## src/hdl/bds_pkg.sv

```systemverilog
// Shared types and constants for the button debounce scanner.
package bds_pkg;

    typedef logic [15:0] delay_t;
    typedef logic [3:0]  buttons_t;

    // Register indexes on the configuration port (byte address = 4 * index).
    typedef enum logic [1:0] {
        REG_SHORT_DELAY      = 2'd0,
        REG_MENU_HOLD_DELAY  = 2'd1,
        REG_RESET_HOLD_DELAY = 2'd2,
        REG_UNUSED           = 2'd3
    } reg_index_t;

    localparam buttons_t MASK_ALL   = 4'hF;
    localparam buttons_t MASK_COMBO = 4'h9;
    localparam buttons_t MASK_MENU  = 4'h1;
    localparam buttons_t ESC_ONLY   = 4'h8;
    localparam logic [4:0] NO_SAMPLE = 5'h1F;

    localparam delay_t SHORT_DELAY_RESET      = 16'd20;
    localparam delay_t MENU_HOLD_DELAY_RESET  = 16'd1000;
    localparam delay_t RESET_HOLD_DELAY_RESET = 16'd5000;
    localparam delay_t DELAY_ZERO             = 16'd0;
    localparam delay_t DELAY_ONE              = 16'd1;

endpackage

```

## src/hdl/button_debounce_scanner.sv

```systemverilog
// Button debounce scanner: menu-mode pattern debounce and long-press detection.
//
//  Channel | Dir    | Ports                                                       | Beat
//  --------+--------+-------------------------------------------------------------+----------------
//  s_      | in     | s_valid, s_ready, s_pressed, s_menu_active                  | tick sample
//  m_      | out    | m_valid, m_ready, m_debounced, m_button_state, m_changed_bits | tick result
//  apb     | config | psel, penable, pwrite, paddr, pwdata, prdata, pready        | register access
//
// Each tick beat is processed combinationally; one beat per clock is sustained while m_ready is high.
// The result appears in the cycle after acceptance, held in the output register.
// s_ready is high whenever the output register is empty or is being drained.
// Reset (synchronous, aresetn low) restores the delay registers and all state.
module button_debounce_scanner (
    input  logic        aclk,
    input  logic        aresetn,
    input  logic        s_valid,
    output logic        s_ready,
    input  logic [3:0]  s_pressed,
    input  logic        s_menu_active,
    output logic        m_valid,
    input  logic        m_ready,
    output logic        m_debounced,
    output logic [3:0]  m_button_state,
    output logic [3:0]  m_changed_bits,
    input  logic        psel,
    input  logic        penable,
    input  logic        pwrite,
    input  logic [3:0]  paddr,
    input  logic [31:0] pwdata,
    output logic [31:0] prdata,
    output logic        pready
);

    bds_pkg::delay_t   short_delay_reg;
    bds_pkg::delay_t   menu_hold_delay_reg;
    bds_pkg::delay_t   reset_hold_delay_reg;

    logic [4:0]        last_sample_reg;
    bds_pkg::delay_t   hold_count_reg;
    logic              combo_armed_reg;
    bds_pkg::buttons_t stable_buttons_reg;
    bds_pkg::buttons_t change_mask_reg;
    logic              m_valid_reg;
    logic              m_debounced_reg;

    logic [4:0]        last_sample_next;
    bds_pkg::delay_t   hold_count_next;
    logic              combo_armed_next;
    bds_pkg::buttons_t stable_buttons_next;
    bds_pkg::buttons_t change_mask_next;
    logic              report_next;

    bds_pkg::reg_index_t reg_sel;
    bds_pkg::delay_t     hold_dec;
    logic                s_accept;
    logic                cfg_write;

    assign pready    = 1'b1;
    assign reg_sel   = bds_pkg::reg_index_t'(paddr[3:2]);
    assign cfg_write = psel && penable && pwrite;

    always_comb begin
        prdata = 32'd0;
        case (reg_sel)
            bds_pkg::REG_SHORT_DELAY:      prdata = {16'd0, short_delay_reg};
            bds_pkg::REG_MENU_HOLD_DELAY:  prdata = {16'd0, menu_hold_delay_reg};
            bds_pkg::REG_RESET_HOLD_DELAY: prdata = {16'd0, reset_hold_delay_reg};
            default:                       prdata = 32'd0;
        endcase
    end

    always_ff @(posedge aclk) begin
        if (!aresetn) begin
            short_delay_reg      <= bds_pkg::SHORT_DELAY_RESET;
            menu_hold_delay_reg  <= bds_pkg::MENU_HOLD_DELAY_RESET;
            reset_hold_delay_reg <= bds_pkg::RESET_HOLD_DELAY_RESET;
        end else if (cfg_write) begin
            case (reg_sel)
                bds_pkg::REG_SHORT_DELAY:      short_delay_reg      <= pwdata[15:0];
                bds_pkg::REG_MENU_HOLD_DELAY:  menu_hold_delay_reg  <= pwdata[15:0];
                bds_pkg::REG_RESET_HOLD_DELAY: reset_hold_delay_reg <= pwdata[15:0];
                default: ;
            endcase
        end
    end

    assign s_ready  = !m_valid_reg || m_ready;
    assign s_accept = s_valid && s_ready;
    assign hold_dec = hold_count_reg - bds_pkg::DELAY_ONE;

    // The hold counter is shared by both modes and only reloads on a new pattern
    // (menu mode) or on a release of the menu button (long-press mode).
    always_comb begin
        hold_count_next     = hold_count_reg;
        combo_armed_next    = combo_armed_reg;
        stable_buttons_next = stable_buttons_reg;
        change_mask_next    = change_mask_reg;
        report_next         = 1'b0;
        last_sample_next    = {1'b0, s_pressed};

        if (s_menu_active) begin
            combo_armed_next = 1'b0;
            if ({1'b0, s_pressed} != last_sample_reg) begin
                hold_count_next = short_delay_reg;
            end else if (hold_count_reg != bds_pkg::DELAY_ZERO) begin
                hold_count_next = hold_dec;
                if (hold_dec == bds_pkg::DELAY_ZERO) begin
                    report_next         = 1'b1;
                    change_mask_next    = (s_pressed ^ stable_buttons_reg) & bds_pkg::MASK_ALL;
                    stable_buttons_next = s_pressed;
                end
            end
        end else if ((s_pressed & bds_pkg::MASK_MENU) != 4'd0) begin
            if (hold_count_reg != bds_pkg::DELAY_ZERO) begin
                hold_count_next = hold_dec;
                if (hold_dec == bds_pkg::DELAY_ZERO) begin
                    report_next         = 1'b1;
                    stable_buttons_next = s_pressed & (combo_armed_reg ? bds_pkg::MASK_COMBO
                                                                       : bds_pkg::MASK_MENU);
                    change_mask_next    = stable_buttons_next;
                end
            end
        end else if (s_pressed == bds_pkg::ESC_ONLY) begin
            hold_count_next  = reset_hold_delay_reg;
            combo_armed_next = 1'b1;
        end else begin
            hold_count_next  = menu_hold_delay_reg;
            combo_armed_next = 1'b0;
        end
    end

    always_ff @(posedge aclk) begin
        if (!aresetn) begin
            last_sample_reg    <= bds_pkg::NO_SAMPLE;
            hold_count_reg     <= bds_pkg::SHORT_DELAY_RESET;
            combo_armed_reg    <= 1'b0;
            stable_buttons_reg <= 4'd0;
            change_mask_reg    <= 4'd0;
            m_valid_reg        <= 1'b0;
            m_debounced_reg    <= 1'b0;
        end else begin
            if (s_accept) begin
                last_sample_reg    <= last_sample_next;
                hold_count_reg     <= hold_count_next;
                combo_armed_reg    <= combo_armed_next;
                stable_buttons_reg <= stable_buttons_next;
                change_mask_reg    <= change_mask_next;
                m_debounced_reg    <= report_next;
                m_valid_reg        <= 1'b1;
            end else if (m_ready) begin
                m_valid_reg <= 1'b0;
            end
        end
    end

    // State only moves on an accepted beat, so the held result can read it directly.
    assign m_valid        = m_valid_reg;
    assign m_debounced    = m_debounced_reg;
    assign m_button_state = stable_buttons_reg;
    assign m_changed_bits = change_mask_reg;

    a_report_leaves_zero: assert property (@(posedge aclk) disable iff (!aresetn)
        (m_valid && m_debounced) |-> (hold_count_reg == bds_pkg::DELAY_ZERO))
        else $error("report held while hold counter is nonzero");

    a_menu_clears_combo: assert property (@(posedge aclk) disable iff (!aresetn)
        (s_accept && s_menu_active) |=> !combo_armed_reg)
        else $error("combo stayed armed after a menu-mode beat");

    a_long_press_state: assert property (@(posedge aclk) disable iff (!aresetn)
        (s_accept && !s_menu_active && report_next) |=> (m_button_state == m_changed_bits))
        else $error("long-press report with mismatched state and change bits");

    a_ready_when_empty: assert property (@(posedge aclk) disable iff (!aresetn)
        !m_valid_reg |-> s_ready)
        else $error("input stalled while output register is empty");

endmodule
```

## config.mk

```make
export PLATFORM = sky130hd
export DESIGN_NAME = button_debounce_scanner
export DESIGN_NICKNAME = d
export VERILOG_FILES = /design/src/hdl/bds_pkg.sv /design/src/hdl/button_debounce_scanner.sv
export SDC_FILE = /design/constraint.sdc
export NUM_CORES = 1
export LEC_CHECK = 0
export BUFFER_PORTS_ARGS = -buffer_cell sky130_fd_sc_hd__clkbuf_2
export CAP_MARGIN = 20
export CORE_ASPECT_RATIO = 1.25
export CORE_MARGIN = 3
export CORE_UTILIZATION = 45
export CTS_BUF_LIST = sky130_fd_sc_hd__clkbuf_4 sky130_fd_sc_hd__clkbuf_8
export DETAILED_ROUTE_END_ITERATION = 6
export HOLD_SLACK_MARGIN = 0.1
export PLACE_DENSITY = 0.76
export SETUP_SLACK_MARGIN = 0.5
export SLEW_MARGIN = 10
export SYNTH_ARGS = -nofsm -noshare
export SYNTH_HDL_FRONTEND = slang
export SYNTH_SLANG_ARGS = --single-unit
```

## constraint.sdc

```tcl
create_clock -name aclk -period 4.57 [get_ports aclk]
set_clock_uncertainty 0.15 [all_clocks]
set_input_delay 0.914 -clock aclk [delete_from_list [all_inputs] [get_ports aclk]]
set_output_delay 0.914 -clock aclk [all_outputs]
set_load 0.01 [all_outputs]
```

==> reports/results.tsv <==
metric	value	unit
run status	finished clean	
initial antenna violation count	0	
Cell variety after synth	52	
first-pass GRT wire length	18800	um
final WL	11100	um
CTS Buf Count	9	
clock buffer depth	2	
setup violators final	0	
Async S/R FF share, synth	0	%
fraction of layout cells with a size suffix above 1	15.0	%
Filler cells	932	
Setup Crit Path Kind	in -> out	
multi-input gate area in the final layout	2610	um^2
post-synthesis compound-gate area fraction	18.0	%
worst-margin pin slew	790	ps
# resized after CTS	0	
die area	11200	um^2
Yosys reg bits	80	
fmax	0.275	GHz
top cells by area, synth	dfxtp_1 36%, nand2_1 15%, a21boi_0 7.4%, mux2i_1 6.9%, nand3_1 3.9%	
Worst Setup Start Kind	input port	
DIE HEIGHT	118	um
row cnt	40	
FF+latch area	1600	um^2
Crit-path slowest cell	nor2b_1	
grt ovf	0	
Post-Synth Simple-Gate Area	27.2	%
Worst Setup End Kind	primary output	
Seq/Total Area, Yosys	35.8	%
Worst R2R Setup Slack	1850	ps
post-synthesis mux area share	6.93	%
placed insts	728	
hold buffer count at CTS	0	
Post-CTS Setup Bufs	0	
Max Cap Viol	0	
Synth Area in Adders	0.838	%
Critical Path Most Common Cell	clkbuf_2	
per-cell routed wire length	14.9	um
Area growth, synth to finish	10.6	%
Post-synth EDFFs	0	
Final ANT Viol Nets	0	
total track usage	20.3	%
Pwr Total	1500	uW
Max stage delay on crit path	610	ps
Reg2Reg Depth	9	
I/O pins	92	
width of the die	95.2	um
worst skew pair latency	350	ps
H-tree depth	3	
Clock Sinks	80	
Hold Crit Class	reg -> reg	
largest net degree at the start of global routing	67	
number of global-route vias before repair	4044	
vias post-DR	4200	
synthesized instance count	583	
CTS root buf	clkbuf_8	
port bufs	56	
Peak VDD IR	0.171	mV
Detailed Place HPWL	7830	um
final setup TNS	0	ps
Reg2Reg Launch Point	hold_count_reg[0]	
DRC Markers	0	
Synth warnings	0	
critical path peak fanout	22	
critical path required time	3510	ps
Starting Density	46.4	%
cells along the critical path	clkbuf_2 -> nor2b_1 -> buf_4 -> nand2_1 -> o21ai_0 -> clkbuf_2	
largest family of logic cells by synthesized area	simple AND/OR/NAND/NOR gates	
r2r endpoint	m_changed_bits[1]	
PwrDens	302	nW/um^2
Post-Synth XOR/XNOR Area	3.72	%
commonest cells in the netlist	175 x nand2_1, 80 x dfxtp_1, 44 x a21boi_0, 35 x nand3_1, 35 x o21ai_0	
routability cong.	0.975	
unrepaired setup endpoints after global routing	false	
worst rel slew slack	47.1	%
initial DRC count	343	
final period utilization	79.5	%
final hold vios	0	
clk slew on worst S/H paths	80	ps
biggest area consumer among synthesized cells	dfxtp_1	
Primary FF master, synth	dfxtp_1	
DRT Pass-1 Iters	5	
Worst Hold Launch	m_changed_bits[3]	
crit path time final	3630	ps
Post-Syn Area	4480	um^2
Avg Synthesized Cell Area	7.68	um^2
area share of the largest cell type after synthesis	35.8	%
LEAKAGE	0.00195	uW
clock tree from TritonCTS	built	
core area	9660	um^2
most common cell in the netlist	nand2_1	
Hold Path Stages	2	
CP Data Arrival Time	2570	ps
Layout Nets	666	
final slew viol count	0	
n_diodes	0	
final cell count without fillers	746	
drt via density	5.63	
Worst Hold Path EP	m_changed_bits[3]	
kinds of logic (layout without fill, tap and decap cells):
family,Yosys count,count (layout)
multiplexers,31,31
AO/OA/AOI/OAI,116,116
XOR/XNOR,19,19
flip-flops,80,80
adder cells (fa/ha/maj),3,3
buffers and inverters,64,86
AND/OR/NAND/NOR,268,268
other,2,17
routing by layer:
metal | track usage (%) | routed length, um | vias to the layer above
met5 | 0 | 0 | -
met4 | 8.03 | 222 | 0
met3 | 3.71 | 581 | 29
met2 | 33.2 | 5600 | 141
met1 | 25.9 | 4710 | 1998
li1 | - | - | 2032
through the flow:
stage	instance area (um^2)	worst slack [ps]	hold slack, ps	util, %
2_1_floorplan	4540	1310	281	-
3_3_place_gp	4720	1030	294	48.8
3_5_place_dp	4720	981	299	48.8
4_1_cts	4920	979	314	51.0
5_1_grt	4950	849	346	51.3
6_report	4950	936	311	51.3
area by class of cell:
class                   instances  area share (%)
multi-input cells             454            52.7
flip-flops and latches         80            32.3
repair buffers                 65            7.28
clock buffers                  13            3.36
well taps                     126            3.18
clock inverters                 3           0.808
inverters                       5           0.379
worst max path at each step:
| stage | from | endpoint | cells after the start |
|---|---|---|---|
| floorplan | paddr[2] | prdata[0] | 4 |
| global placement | paddr[2] | prdata[8] | 6 |
| detailed placement | paddr[2] | prdata[10] | 6 |
| CTS | paddr[2] | prdata[10] | 6 |
| global route | paddr[2] | prdata[4] | 6 |
| finish | paddr[2] | prdata[10] | 6 |
layout by cell type, fill, tap and decap left out, types with 5 or more instances in the layout:
master,n
nand4_1,9
and2_1,6
nand2_1,175
nor3_1,6
nor2_1,14
inv_1,5
nand3_1,35
clkbuf_2,56
xnor2_1,5
mux2i_1,31
clkbuf_8,11
buf_4,8
o2111ai_1,8
o21ai_0,35
a21oi_1,8
dfxtp_1,80
a221o_1,5
conb_1,17
xor2_1,14
a21boi_0,44
where the power goes:
| group | internal (uW) | switching [uW] | total, uW | leakage (uW) |
|---|---|---|---|---|
| Sequential | 717 | 26.9 | 744 | 0.000651 |
| Combinational | 80.5 | 131 | 211 | 0.00119 |
| Clock | 293 | 249 | 542 | 0.000110 |
critical path: cells and delay by family:
kind | cells | cell delay [ps]
simple gates | 2 | 680
compound gates | 1 | 90
buf+inv | 3 | 880
(Power assumes the default switching activity.)
